===== config.mk =====
export PLATFORM = sky130hd
export DESIGN_NAME = rhd_front
export DESIGN_NICKNAME = d
export VERILOG_FILES = /design/src/hw/rtl/rhd_pkg.sv /design/src/hw/rtl/rhd_front.sv
export SDC_FILE = /design/constraint.sdc
export NUM_CORES = 1
export LEC_CHECK = 0
export BUFFER_PORTS_ARGS = -buffer_cell sky130_fd_sc_hd__clkbuf_2
export CAP_MARGIN = 15
export CORE_AREA = 8 8 117 108
export DETAILED_ROUTE_END_ITERATION = 8
export DIE_AREA = 0 0 125 116
export GPL_TIMING_DRIVEN = 0
export HOLD_SLACK_MARGIN = 0.03
export PLACE_DENSITY = 0.8
export SETUP_SLACK_MARGIN = 0.5
export SYNTH_ARGS = -nofsm -noshare
export SYNTH_HDL_FRONTEND = slang
export SYNTH_SLANG_ARGS = --single-unit

===== constraint.sdc =====
create_clock -name clk_i -period 2.8 [get_ports clk_i]
set_input_delay 0.28 -clock clk_i [delete_from_list [all_inputs] [get_ports clk_i]]
set_output_delay 0.28 -clock clk_i [all_outputs]
set_load 0.01 [all_outputs]

===== src/hw/rtl/rhd_pkg.sv =====
// ----------------------------------------------------------------------------
// rhd_pkg
// Shared types, constants and table helpers for the route distance accumulator.
// ----------------------------------------------------------------------------
package rhd_pkg;

  localparam int LAT_W  = 31;
  localparam int LON_W  = 32;
  localparam int CNT_W  = 24;
  localparam int DIST_W = 32;
  localparam int ACC_W  = 48;

  // Width used for angle differences and their reduction to a quarter turn.
  localparam int AW = 36;

  localparam int FIFO_DEPTH = 2;

  localparam logic [63:0] PI_Q60     = 64'h3243F6A8885A308D;
  localparam logic [63:0] HALF_TURN  = 64'd3600000000;
  localparam logic [63:0] RAD_SCALE  = PI_Q60 / HALF_TURN;
  localparam logic [63:0] GAIN_Q30   = 64'd652032874;
  localparam logic [31:0] TWO_RADIUS = 32'd12742000;

  localparam logic [CNT_W-1:0] CNT_MAX = '1;

  typedef struct packed {
    logic signed [LAT_W-1:0] prev_lat;
    logic signed [LON_W-1:0] prev_lon;
    logic signed [LAT_W-1:0] lat;
    logic signed [LON_W-1:0] lon;
    logic                    has_seg;
    logic                    last;
    logic [CNT_W-1:0]        count;
  } rhd_entry_t;

  typedef enum logic [4:0] {
    ST_IDLE,
    ST_RED,
    ST_MULR,
    ST_RAD,
    ST_ROT,
    ST_LOAD,
    ST_QA,
    ST_QB,
    ST_QC,
    ST_QD,
    ST_QE,
    ST_QF,
    ST_SQRT,
    ST_VINIT,
    ST_VEC,
    ST_MULD,
    ST_ACC,
    ST_DONE
  } rhd_state_e;

  // atan(2^-i) in Q2.62 from its power series, evaluated at elaboration.
  function automatic logic [63:0] atan_q62(input int unsigned i);
    logic [63:0]  v;
    logic [63:0]  term;
    int unsigned  e;
    v = '0;
    if (i == 0) begin
      v = PI_Q60;
    end else begin
      for (int unsigned k = 0; k < 32; k++) begin
        e = i * (2 * k + 1);
        if (e <= 62) begin
          term = (64'd1 << (62 - e)) / 64'(2 * k + 1);
          if (k[0]) begin
            v = v - term;
          end else begin
            v = v + term;
          end
        end
      end
    end
    return v;
  endfunction

endpackage


===== src/hw/rtl/rhd_front.sv =====
// ----------------------------------------------------------------------------
// rhd_front
// Accepts route points, tracks the previous point and the point count, and
// queues each point together with what the back end needs to process it.
// ----------------------------------------------------------------------------
module rhd_front (
  input  logic                              clk_i,
  input  logic                              rst_ni,
  input  logic                              push_i,
  input  logic signed [rhd_pkg::LAT_W-1:0]  latitude_i,
  input  logic signed [rhd_pkg::LON_W-1:0]  longitude_i,
  input  logic                              last_point_i,
  input  logic                              fifo_full_i,
  output logic                              fifo_push_o,
  output rhd_pkg::rhd_entry_t               entry_o
);

  logic signed [rhd_pkg::LAT_W-1:0] prev_lat_q;
  logic signed [rhd_pkg::LON_W-1:0] prev_lon_q;
  logic [rhd_pkg::CNT_W-1:0]        cnt_q;
  logic [rhd_pkg::CNT_W-1:0]        cnt_d;
  logic                             accept;

  assign accept      = push_i && !fifo_full_i;
  assign fifo_push_o = accept;
  assign cnt_d       = (cnt_q == rhd_pkg::CNT_MAX) ? cnt_q : cnt_q + 1'b1;

  always_comb begin
    entry_o.prev_lat = prev_lat_q;
    entry_o.prev_lon = prev_lon_q;
    entry_o.lat      = latitude_i;
    entry_o.lon      = longitude_i;
    entry_o.has_seg  = (cnt_q != '0);
    entry_o.last     = last_point_i;
    entry_o.count    = cnt_d;
  end

  always_ff @(posedge clk_i or negedge rst_ni) begin
    if (!rst_ni) begin
      prev_lat_q <= '0;
      prev_lon_q <= '0;
      cnt_q      <= '0;
    end else if (accept) begin
      // The last point of a route starts a fresh route.
      if (last_point_i) begin
        prev_lat_q <= '0;
        prev_lon_q <= '0;
        cnt_q      <= '0;
      end else begin
        prev_lat_q <= latitude_i;
        prev_lon_q <= longitude_i;
        cnt_q      <= cnt_d;
      end
    end
  end

endmodule


==> run metrics <==
clock latency on the worst-skew pair approximately 0.34 ns; CP Launch Type flop; Total Power 3.72 mW; drt initial violations 555; critical path fanouts, max 3; outcome complete, but fails checks; initial core utilization between 40% and 50%; top cells by area, synth dfrtp_1 (44%), nand2_1 (11%), buf_4 (9.6%), nand3b_1 (9.5%), mux2i_1 (3.4%); Yosys top cell area share approximately 44%; Max Fclk 327 MHz; Setup Viol. Count Final 15; Syn-to-layout area delta 55.1%; first-pass GRT wire length between 20 and 30 mm; leakage about 4.2 nW; # IOs 221; Design Area, Final roughly 0.0077 sq mm; vias in the first global route ~5600; Clock transition at path regs around 0.07 ns; WP buf/inv 2; period utilization 109%; worst hold slack 0.182 ns; crit path DAT 2.78 ns; Final nets 939; Post-Syn Area about 0.005 sq mm; average wire per standard cell about 20 microns; EDFF count, synth 0; fraction of layout cells with a size suffix above 1 roughly half; drt via density roughly 5.5; gpl congestion roughly 0.90; grt met3 use 6.53%; ANT nets after route 0; Tot GR Track Use ~23%; Post-synth top flop dfrtp_1; TritonCTS buffer count 9; Synthesized Nets approximately 640; synth cell count leaders nand2_1 (151), dfrtp_1 (87), buf_4 (64), nand3b_1 (63), clkbuf_1 (31); Pwr Density between 400 and 500 mW/mm^2; unrepaired setup endpoints after global routing yes; min-delay worst type in -> reg; top cell family by delay on the critical path simple AND/OR/NAND/NOR gates; min cycle time layout just over 3 ns; Worst path slowest cell or4_4; Slew Limit Fails 0; drt drc 0; Setup Slack @ Placement around 0.028 ns; core area 0.0106 sq mm; CTS Sinks 87; Root Buffer clkbuf_16; share of synthesized registers carrying an async set or reset 100%; DIE HEIGHT ~120 microns; Die X between 100 and 150 microns; largest net degree at the start of global routing 52; failing checks negative setup slack; CTS tree done; row count 36; first-pass iteration count of the detailed router 6; die area approximately 0.015 sq mm; number of buffers added on ports approximately 220; area leader, netlist dfrtp_1; GR peak layer met2; Via Count ~5600; GR Overflow Total 0; count leader, synth nand2_1; syn_area_per_cell around 8.7 sq um; Worst-Margin Slew roughly 0.75 ns; Relative slew margins 49.9%; GR Layer Usage met1 25.2%; sequential share of the synthesized area between 40% and 50%; Crit path largest cell delay 0.61 ns; WS Path Type reg -> out; #FFs+latches synth 87; worst-path cell chain ha_2 -> nand4_1 -> or4_4 -> buf_6 -> or4_4 -> xnor2_4 -> buf_6; Synth cell types between 40 and 50; yosys warns 0; clock buffer depth 2; Max-Cap Viols 0; Worst VDD drop around 0.28 mV; initial antenna violation count 0; Post-Route WL 20.2 mm; setup ws final -0.256 ns; Data required, critical path ~2.5 ns; Gate Count Post-Synth about 570; Hold Violations, Final 0; hpwl dp ~12 mm; CTS H-tree lvls 3; Worst setup EP type output port; DP Area around 0.0063 sq mm; Final Skew 0.00790 ns; grt met2 use 40.9%; ANT cells 0
==> cell usage in the layout, fill, tap and decap left out, types with 5 or more instances in the layout <==
cell	count
mux2i_1	17
xor2_1	10
o21ai_1	10
nand2_1	150
o21ai_0	6
nand3b_1	63
dfrtp_2	6
buf_2	21
buf_1	7
buf_4	104
nor2_1	19
clkbuf_8	5
nand3_1	7
clkbuf_1	25
a21oi_4	5
nor3_4	5
clkbuf_16	9
buf_6	29
nand4_1	8
dfrtp_1	81
clkbuf_2	199
==> per-stage QoR <==
step	std cells	TNS, ns	util [%]
finish	1007	-1.34	72.8
global route	1007	-1.20	72.8
CTS	983	0	68.1
detailed placement	925	0	59.3
global placement	924	0	59.0
floorplan	572	0	-
==> registers in the layout, summed over array words and instances, names as in the netlist <==
| signal | cells |
|---|---|
| prev_lat_q | 31 |
| cnt_q | 24 |
| prev_lon_q | 32 |
==> repair_timing <==
item                       in CTS  in global routing
pin swaps                      28                 34
hold endpoints to repair       36                  0
setup buffers                  41                 24
setup endpoints to repair      41                 33
cloned                          0                  0
hold buffers                    1                  0
gates resized for setup        60                 89
==> report_power, final <==
group | internal, mW | total [mW] | switching (mW) | leakage, nW
sequential | 1.38 | 1.47 | 0.0859 | 1.12
clock | 0.813 | 1.31 | 0.498 | 0.165
combinational | 0.405 | 0.937 | 0.532 | 2.94
total | 2.60 | 3.72 | 1.12 | 4.23
==> per-layer routing <==
metal  vias to the layer above  part of all wire (%)  wire [microns]
li1                       2446                     -               -
met2                       381                    50           10100
met5                         -                     0               0
met1                      2635                    36            7340
met4                         0                   4.7             943
met3                        92                   9.1            1850
==> path summary, 6_finish.rpt <==
| check | endpoint | startpoint | slack, ns | cells past startpoint |
|---|---|---|---|---|
| worst max-delay path | entry_o[18] | cnt_q[0] | -0.26 | 7 |
| worst min-delay path | prev_lon_q[19] | longitude_i[19] | 0.18 | 3 |
| worst max register to register | cnt_q[6] | cnt_q[0] | 0.01 | 12 |
| worst min register to register | prev_lon_q[0] | prev_lon_q[0] | 0.47 | 2 |
| max in group asynchronous | cnt_q[7] | rst_ni | 1.62 | 3 |
| min in group asynchronous | cnt_q[18] | rst_ni | 0.50 | 2 |
==> worst min-delay path: stages <==
cell,delay (ns)
clkbuf_2,0.09
nand3b_1,0.07
nand2_1,0.05
==> area by class of cell <==
| class | instances | area [sq um] |
|---|---|---|
| buffer | 108 | 707 |
| clock buffer | 14 | 294 |
| clock inverter | 2 | 35.0 |
| fill | 755 | 2890 |
| inverter | 5 | 22.5 |
| multi-input combinational | 372 | 2550 |
| sequential | 87 | 2180 |
| tap | 133 | 166 |
| timing repair buffer | 286 | 1780 |
==> cell families (layout without fill, tap and decap cells) <==
group | Yosys count | after routing | share of synthesized area, %
and+or+nand+nor | 288 | 288 | 29.7
adders and majority gates | 2 | 2 | 0.502
DFF | 87 | 87 | 43.7
muxes | 17 | 17 | 3.41
AOI/OAI and AO/OA | 43 | 43 | 5.39
xor gates and xnor gates | 22 | 22 | 3.86
buffers and inverters | 113 | 415 | 13.5
Note: power is estimated with default switching activity, not from simulation.
