`config.mk`:
```
export PLATFORM = sky130hd
export DESIGN_NAME = rhd_fifo
export DESIGN_NICKNAME = d
export VERILOG_FILES = /design/src/hw/rtl/rhd_pkg.sv /design/src/hw/rtl/rhd_fifo.sv
export SDC_FILE = /design/constraint.sdc
export NUM_CORES = 1
export LEC_CHECK = 0
export BUFFER_PORTS_ARGS = -buffer_cell sky130_fd_sc_hd__buf_2
export CORE_UTILIZATION = 45
export CTS_CLUSTER_SIZE = 12
export DETAILED_ROUTE_END_ITERATION = 8
export PLACE_DENSITY_LB_ADDON = 0.05
export SLEW_MARGIN = 0
export SYNTH_ARGS = -nofsm -noshare
export SYNTH_HDL_FRONTEND = slang
export SYNTH_SLANG_ARGS = --single-unit
```
`constraint.sdc`:
```
create_clock -name clk_i -period 9.5 [get_ports clk_i]
set_clock_uncertainty 0.2 [all_clocks]
set_input_delay 1.9 -clock clk_i [delete_from_list [all_inputs] [get_ports clk_i]]
set_output_delay 1.9 -clock clk_i [all_outputs]
set_load 0.02 [all_outputs]
```
`src/hw/rtl/rhd_pkg.sv`:
```
// ----------------------------------------------------------------------------
// rhd_pkg
// Shared types, constants and table helpers for the route distance accumulator.
// ----------------------------------------------------------------------------
package rhd_pkg;

  localparam int LAT_W  = 31;
  localparam int LON_W  = 32;
  localparam int CNT_W  = 24;
  localparam int DIST_W = 32;
  localparam int ACC_W  = 48;

  // Width used for angle differences and their reduction to a quarter turn.
  localparam int AW = 36;

  localparam int FIFO_DEPTH = 2;

  localparam logic [63:0] PI_Q60     = 64'h3243F6A8885A308D;
  localparam logic [63:0] HALF_TURN  = 64'd3600000000;
  localparam logic [63:0] RAD_SCALE  = PI_Q60 / HALF_TURN;
  localparam logic [63:0] GAIN_Q30   = 64'd652032874;
  localparam logic [31:0] TWO_RADIUS = 32'd12742000;

  localparam logic [CNT_W-1:0] CNT_MAX = '1;

  typedef struct packed {
    logic signed [LAT_W-1:0] prev_lat;
    logic signed [LON_W-1:0] prev_lon;
    logic signed [LAT_W-1:0] lat;
    logic signed [LON_W-1:0] lon;
    logic                    has_seg;
    logic                    last;
    logic [CNT_W-1:0]        count;
  } rhd_entry_t;

  typedef enum logic [4:0] {
    ST_IDLE,
    ST_RED,
    ST_MULR,
    ST_RAD,
    ST_ROT,
    ST_LOAD,
    ST_QA,
    ST_QB,
    ST_QC,
    ST_QD,
    ST_QE,
    ST_QF,
    ST_SQRT,
    ST_VINIT,
    ST_VEC,
    ST_MULD,
    ST_ACC,
    ST_DONE
  } rhd_state_e;

  // atan(2^-i) in Q2.62 from its power series, evaluated at elaboration.
  function automatic logic [63:0] atan_q62(input int unsigned i);
    logic [63:0]  v;
    logic [63:0]  term;
    int unsigned  e;
    v = '0;
    if (i == 0) begin
      v = PI_Q60;
    end else begin
      for (int unsigned k = 0; k < 32; k++) begin
        e = i * (2 * k + 1);
        if (e <= 62) begin
          term = (64'd1 << (62 - e)) / 64'(2 * k + 1);
          if (k[0]) begin
            v = v - term;
          end else begin
            v = v + term;
          end
        end
      end
    end
    return v;
  endfunction

endpackage

```
`src/hw/rtl/rhd_fifo.sv`:
```
// ----------------------------------------------------------------------------
// rhd_fifo
// Short queue of classified points between the front end and the back end.
// ----------------------------------------------------------------------------
module rhd_fifo (
  input  logic                clk_i,
  input  logic                rst_ni,
  input  logic                push_i,
  input  rhd_pkg::rhd_entry_t entry_i,
  output logic                full_o,
  input  logic                pop_i,
  output logic                empty_o,
  output rhd_pkg::rhd_entry_t entry_o
);

  localparam int PTR_W = $clog2(rhd_pkg::FIFO_DEPTH);

  rhd_pkg::rhd_entry_t slot_q [rhd_pkg::FIFO_DEPTH];
  logic [PTR_W-1:0]    wr_ptr_q;
  logic [PTR_W-1:0]    rd_ptr_q;
  logic [PTR_W:0]      fill_q;
  logic                do_push;
  logic                do_pop;

  assign full_o  = (fill_q == (PTR_W + 1)'(rhd_pkg::FIFO_DEPTH));
  assign empty_o = (fill_q == '0);
  assign do_push = push_i && !full_o;
  assign do_pop  = pop_i && !empty_o;
  assign entry_o = slot_q[rd_ptr_q];

  always_ff @(posedge clk_i) begin
    if (do_push) begin
      slot_q[wr_ptr_q] <= entry_i;
    end
  end

  always_ff @(posedge clk_i or negedge rst_ni) begin
    if (!rst_ni) begin
      wr_ptr_q <= '0;
      rd_ptr_q <= '0;
      fill_q   <= '0;
    end else begin
      if (do_push) begin
        wr_ptr_q <= wr_ptr_q + 1'b1;
      end
      if (do_pop) begin
        rd_ptr_q <= rd_ptr_q + 1'b1;
      end
      if (do_push && !do_pop) begin
        fill_q <= fill_q + 1'b1;
      end else if (do_pop && !do_push) begin
        fill_q <= fill_q - 1'b1;
      end
    end
  end

endmodule

```
==> metrics.yaml, run 1 <==
status: "completed"
critPathCaptureType: "output pin"
synth.area.top_cells: "sky130_fd_sc_hd__edfxtp_1 80%, sky130_fd_sc_hd__mux2_4 9.2%, sky130_fd_sc_hd__mux2_2 8.1%, sky130_fd_sc_hd__buf_6 0.89%, sky130_fd_sc_hd__dfrtp_1 0.87%"
crit_required_ns: 7.40
power.sequential.fraction_pct: 41.4
slowest_stage_delay_cp_ns: 0.88
cts_repair_resize_count: 0
grt_pass1_vias: 5791
detailedRoute.firstIterationViolations: 266
yosys.area_share.xor_xnor_pct: 0.383
cts_buffers: 34
synth.distinct_cells: 15
top_level_ports: 310
hold_violations: 0
timing.setup.tns_ns: 0
grt_max_degree: 83
cp_top_family: "buffers and inverters"
num_rows: 57
max_freq_mhz: 210
power_density_nw_per_um2: 328
vdd_drop_max_v: 0.000276
worst_slew_pin_slew_ns: 1.10
yosysWarningCount: 0
fillCellCount: 1906
clockRootBuffer: "sky130_fd_sc_hd__clkbuf_16"
reg2reg_from: "fill_q[0]"
synth_cells: 492
post_cts.repair.setup_buffers: 0
die_x_um: 161
total_power_w: 0.00471
detailedPlacementHpwl_um: 14000
power.switching_w: 0.00148
core_region_area_sq_um: 24600
tritoncts: "done"
min_to: "fill_q[1]"
post_cts_hold_buffer_count: 0
start_util_pct: 46.5
proportion_of_netlist_area_held_by_the_largest_area_contributor_pct: 79.8
area_growth_syn_to_layout_pct: 25.6
synth_compound_area_share_pct: 0.0437
reg2regPathDepth: 3
synth-seq-area-share_pct: 80.7
proportion_of_total_power_due_to_net_switching_pct: 31.4
gp_congestion: 0.737
syn_avg_cell_area_sq_um: 23.3
clkLatencyLatePin_ns: 0.48
io_buffer_count: 309
wl_per_cell_um: 18.0
worst_r2r_endpoint: "slot_q[1][12]"
wl_um: 21300
synth_simple_gate_area_share_pct: 0.241
post_synthesis_net_count: 649
min_period_over_period_pct: 50.1
detail_route.vias_per_cell: 4.78
synth.area.mux_share_pct: 17.3
synth.ff_latch_count: 308
numClockSinks: 308
critical-path-slowest-cell: "sky130_fd_sc_hd__buf_4"
fin_crit_ns: 4.76
place_inst: 1113
min-delay-start: "fill_q[1]"
hold_path_depth: 1
critPathArrivalTime_ns: 2.66
drcViolationCount: 0
worst_setup_path_start_kind: "flip-flop"
detailroute.via_count: 5628
mostFrequentLayoutCell: "sky130_fd_sc_hd__buf_2"
cap_viol_max_count: 0
grt_overflow: 0
yosys.area.top_type: "sky130_fd_sc_hd__edfxtp_1"
end_of_flow_core_utilization_pct: 58.4
detailedRoute.firstPassIterationCount: 4
cell_internal_pwr_w: 0.00323
unrepaired_setup_endpoints_after_global_routing: "false"
critical_path.n_buffers_inverters: 2
grt_first_pass_wirelength_um: 31200
power.clock.fraction_pct: 25.5
crit_chain: "buf_4 > mux2_2 > buf_2"
htree_levels: 2
finish.net_count: 982
combinationalPowerShare_pct: 33.0
path_clk_slew_ns: 0.06
antenna_violations_before_repair: 6
timing.setup.critical_path_class: "reg -> out"
final_antenna_net_count: 0
adder_cell_area_share_of_the_yosys_netlist_pct: 0.109
final_count_of_pins_violating_max_slew: 0
chipHeight_um: 161
leakage_power_summed_over_all_cells_nw: 5.58
timing.reg2reg.setup_slack_ns: 6.36
leading_cell_types_in_the_layout_fill_and_taps_excluded: "309 x sky130_fd_sc_hd__buf_2, 304 x sky130_fd_sc_hd__edfxtp_1, 82 x sky130_fd_sc_hd__mux2_2"
slew_headroom_pct: 26.5
hold_class: "reg -> reg"
syn_area_sq_um: 11400
post_route_cells_drive_above_1_share_pct: 60.5
cts_buffer_depth: 3
final-instance-count-excl-fill: 1178
grt_usage_pct: 15.9
timing.critical_path.fanout_max: 64
setup-violations-final: 0
synth_top_family_by_area: "multiplexers"
design.die.area_sq_um: 26100
==> how the worst max path moves through the flow <==
stage,startpoint,slack [ns],to,cells after the start
after floorplan,push_i,0.34,slot_q[0][0],2
after global placement,push_i,5.00,slot_q[1][12],3
after global routing,rd_ptr_q,4.58,entry_o[2],3
after CTS,rd_ptr_q,4.64,entry_o[22],3
final,rd_ptr_q,4.74,entry_o[21],3
after detailed placement,push_i,4.95,slot_q[1][12],3
==> layer usage <==
metal	GRT usage (%)	vias to the layer above	share of wire (%)
met5	0	-	0.13
met4	5.06	4	1.8
met3	5.83	33	9.3
met2	27.0	220	50
met1	18.9	2733	39
li1	-	2638	-
==> metrics by stage <==
step / area (sq um) / worst slack, ns / hold WS (ns)
final: 14400 / 4.74 / 0.345
after global routing: 14400 / 4.58 / 0.372
after CTS: 14400 / 4.64 / 0.352
after detailed placement: 13300 / 4.95 / 0.339
after global placement: 13300 / 5.00 / 0.306
after floorplan: 11400 / 0.336 / 0.261
==> cell usage after synthesis, drive strengths merged <==
cell / n
and3: 1
inv: 2
nor2: 3
xor2: 2
nand2b: 1
mux2: 152
edfxtp: 304
buf: 17
ha: 1
nand2: 1
xnor2: 3
dfrtp: 4
o21ai: 1
==> cell families (layout without fill, tap and decap cells) <==
family,Yosys count,in the layout
mux,152,152
simple gates,6,6
flops,308,308
compound gates,1,1
fa+ha+maj,1,1
xor+xnor,5,5
buf+inv,19,376
other cells,0,5
==> flip-flops by register name, summed over array words and instances (netlist names) <==
| register | count |
|---|---|
| fill_q | 2 |
| rd_ptr_q | 1 |
| slot_q | 304 |
| wr_ptr_q | 1 |
==> power by group through the flow <==
stage                     Combinational (W)  Clock (W)  Sequential (W)
final                               0.00156    0.00120         0.00195
after global routing                0.00165    0.00130         0.00198
after CTS                           0.00159    0.00124         0.00196
after detailed placement            0.00158          0         0.00198
after global placement              0.00157          0         0.00197
after floorplan                     0.00116          0         0.00200
==> area by class of cell <==
| class | instances | area (sq um) | share of cell area, % |
|---|---|---|---|
| clock buffer | 51 | 1010 | 7.02 |
| multi-input combinational | 165 | 2080 | 14.4 |
| inverter | 2 | 7.51 | 0.0523 |
| timing repair buffer | 314 | 1580 | 11.0 |
| tap | 324 | 405 | 2.82 |
| clock inverter | 9 | 40.0 | 0.279 |
| sequential | 308 | 9230 | 64.3 |
| antenna | 5 | 12.5 | 0.0871 |
Power figures use the tool's default switching activity.
==> inputs of run 2 (changes only) <==
Settings changed: ABC_AREA from default to 1.
Clock period 9.5 ns to 4.37 ns, I/O delays scaled along.
==> metrics.yaml, run 2 <==
status: "completed"
combinationalPowerShare_pct: 35.5
top_level_ports: 310
power.sequential.fraction_pct: 41.9
fillCellCount: 2023
worst_setup_path_start_kind: "flip-flop"
core_region_area_sq_um: 24500
chipHeight_um: 160
unrepaired_setup_endpoints_after_global_routing: "false"
grt_pass1_vias: 6596
io_buffer_count: 309
proportion_of_total_power_due_to_net_switching_pct: 37.3
detailedPlacementHpwl_um: 14800
post_synthesis_net_count: 982
layout_top_registers: "slot_q (304), fill_q (2)"
reg2regPathDepth: 3
wl_um: 23700
timing.critical_path.fanout_max: 74
proportion_of_netlist_area_held_by_the_largest_area_contributor_pct: 81.0
drcViolationCount: 0
min_period_over_period_pct: 76.0
antenna_violations_before_repair: 5
gp_congestion: 0.785
synth.ff_latch_count: 308
wl_per_cell_um: 16.0
place_inst: 1433
detailroute.via_count: 6882
worst_slew_pin_slew_ns: 0.970
syn_avg_cell_area_sq_um: 13.7
grt_first_pass_wirelength_um: 35600
hold_class: "reg -> reg"
yosys.area.top_type: "sky130_fd_sc_hd__edfxtp_1"
cell_internal_pwr_w: 0.00626
post_cts_hold_buffer_count: 1
grt_overflow: 0
tritoncts: "done"
syn_area_sq_um: 11300
synth.area.top_cells: "sky130_fd_sc_hd__edfxtp_1 81%, sky130_fd_sc_hd__nand2_1 15%, sky130_fd_sc_hd__buf_2 1.0%, sky130_fd_sc_hd__dfrtp_1 0.89%, sky130_fd_sc_hd__buf_4 0.60%"
power_density_nw_per_um2: 714
crit_required_ns: 3.30
design.die.area_sq_um: 25700
fin_crit_ns: 3.32
multiInputGateArea_sq_um: 1820
clockRootBuffer: "sky130_fd_sc_hd__clkbuf_16"
detailedRoute.firstPassIterationCount: 4
clkLatencyLatePin_ns: 0.55
synth_cells: 825
critPathCaptureType: "output pin"
yosysWarningCount: 0
detail_route.vias_per_cell: 4.64
synth_most_common_cell: "sky130_fd_sc_hd__nand2_1"
synth-edff-count: 304
asyncSetResetFlopFracSynth_pct: 1.30
setup-violations-final: 0
grt_usage_pct: 18.2
leading_cell_types_in_the_layout_fill_and_taps_excluded: "465 x sky130_fd_sc_hd__nand2_1, 309 x sky130_fd_sc_hd__buf_2, 304 x sky130_fd_sc_hd__edfxtp_1"
largest_register_ffs: 304
timing.setup.critical_path_class: "reg -> out"
die_x_um: 160
cts_repair_resize_count: 0
timing.setup.tns_ns: 0
leakage_power_summed_over_all_cells_nw: 6.01
largest-register: "slot_q"
regArea_sq_um: 9230
hold_path_depth: 2
power.clock.fraction_pct: 22.6
final_antenna_net_count: 0
synth-main-ff-cell: "sky130_fd_sc_hd__edfxtp_1"
slew_headroom_pct: 35.3
post_synth_most_frequent_cells: "465 x sky130_fd_sc_hd__nand2_1, 304 x sky130_fd_sc_hd__edfxtp_1, 23 x sky130_fd_sc_hd__buf_2, 9 x sky130_fd_sc_hd__buf_4, 7 x sky130_fd_sc_hd__inv_1"
power.switching_w: 0.00373
vdd_drop_max_v: 0.000351
num_rows: 57
synth-seq-area-share_pct: 81.9
max_freq_mhz: 301
path_clk_slew_ns: 0.06
numClockSinks: 308
post_route_cells_drive_above_1_share_pct: 30.6
detailedRoute.firstIterationViolations: 448
cap_viol_max_count: 0
critPathArrivalTime_ns: 2.25
area_growth_syn_to_layout_pct: 24.2
cts_buffer_depth: 3
post_cts.repair.setup_buffers: 0
synth.distinct_cells: 15
finish.net_count: 1300
hold_violations: 0
final-instance-count-excl-fill: 1484
start_util_pct: 46.1
htree_levels: 1
final_count_of_pins_violating_max_slew: 0
cts_buffers: 31
grt_max_degree: 114
mostFrequentLayoutCell: "sky130_fd_sc_hd__nand2_1"
[run 2: final timing paths]
check / slack (ns) / end / start
worst max-delay path: 1.05 / entry_o[77] / rd_ptr_q
worst min-delay path: 0.28 / wr_ptr_q / wr_ptr_q
worst max register to register: 2.20 / slot_q[1][96] / fill_q[0]
worst min register to register: 0.28 / wr_ptr_q / wr_ptr_q
max in group asynchronous: 3.34 / rd_ptr_q / rst_ni
min in group asynchronous: 0.49 / wr_ptr_q / rst_ni
[run 2: logic make-up after synthesis]
kind of cell               after synthesis  synth area share, %
xor gates and xnor gates                 1               0.0778
buffers and inverters                   41                 2.01
adders and majority gates                1                0.111
DFF                                    308                 81.9
and+or+nand+nor                        472                 15.8
AOI/OAI and AO/OA                        2               0.0889
[run 2: per-stage QoR]
stage / total power [W] / hold slack [ns] / area [sq um] / util, % / setup slack (ns)
6_report: 0.00999 / 0.285 / 14000 / 57.2 / 1.05
3_5_place_dp: 0.00786 / 0.269 / 13100 / 53.7 / 1.59
5_1_grt: 0.0106 / 0.281 / 14000 / 57.2 / 0.887
2_1_floorplan: 0.00661 / 0.250 / 11300 / - / 0.443
4_1_cts: 0.0101 / 0.282 / 14000 / 57.2 / 0.988
3_3_place_gp: 0.00785 / 0.263 / 13100 / 53.7 / 1.58
[run 2: layout make-up]
type,instances,share of cell area (%)
multi-input cells,476,13.0
clock inverters,9,0.259
inverters,8,0.259
diodes,2,0.0358
clock buffers,39,5.76
flip-flops and latches,308,66.0
repair buffers,318,11.8
well taps,324,2.90
[run 2: power by group through the flow]
stage | Sequential (W) | Combinational (W) | Clock, W
2_1_floorplan | 0.00425 | 0.00236 | 0
3_3_place_gp | 0.00424 | 0.00361 | 0
3_5_place_dp | 0.00425 | 0.00361 | 0
4_1_cts | 0.00419 | 0.00362 | 0.00233
5_1_grt | 0.00424 | 0.00390 | 0.00242
6_report | 0.00419 | 0.00355 | 0.00226
[run 2: critical path: stages, from the launching register on]
cell and delay (ns):
sky130_fd_sc_hd__dfrtp_4 0.50, sky130_fd_sc_hd__inv_4 0.36, sky130_fd_sc_hd__buf_12 0.33, sky130_fd_sc_hd__nand2_1 0.16, sky130_fd_sc_hd__nand2_1 0.08, sky130_fd_sc_hd__buf_2 0.16
[run 2: metal layers]
layer / wire [um] / vias to the layer above / part of all wire (%) / track usage, %
met4: 570 / 4 / 2.4 / 6.15
met5: 22 / - / 0.093 / 0
met3: 2080 / 45 / 8.8 / 6.13
met2: 11500 / 246 / 49 / 30.2
li1: - / 3421 / - / -
met1: 9510 / 3166 / 40 / 22.3
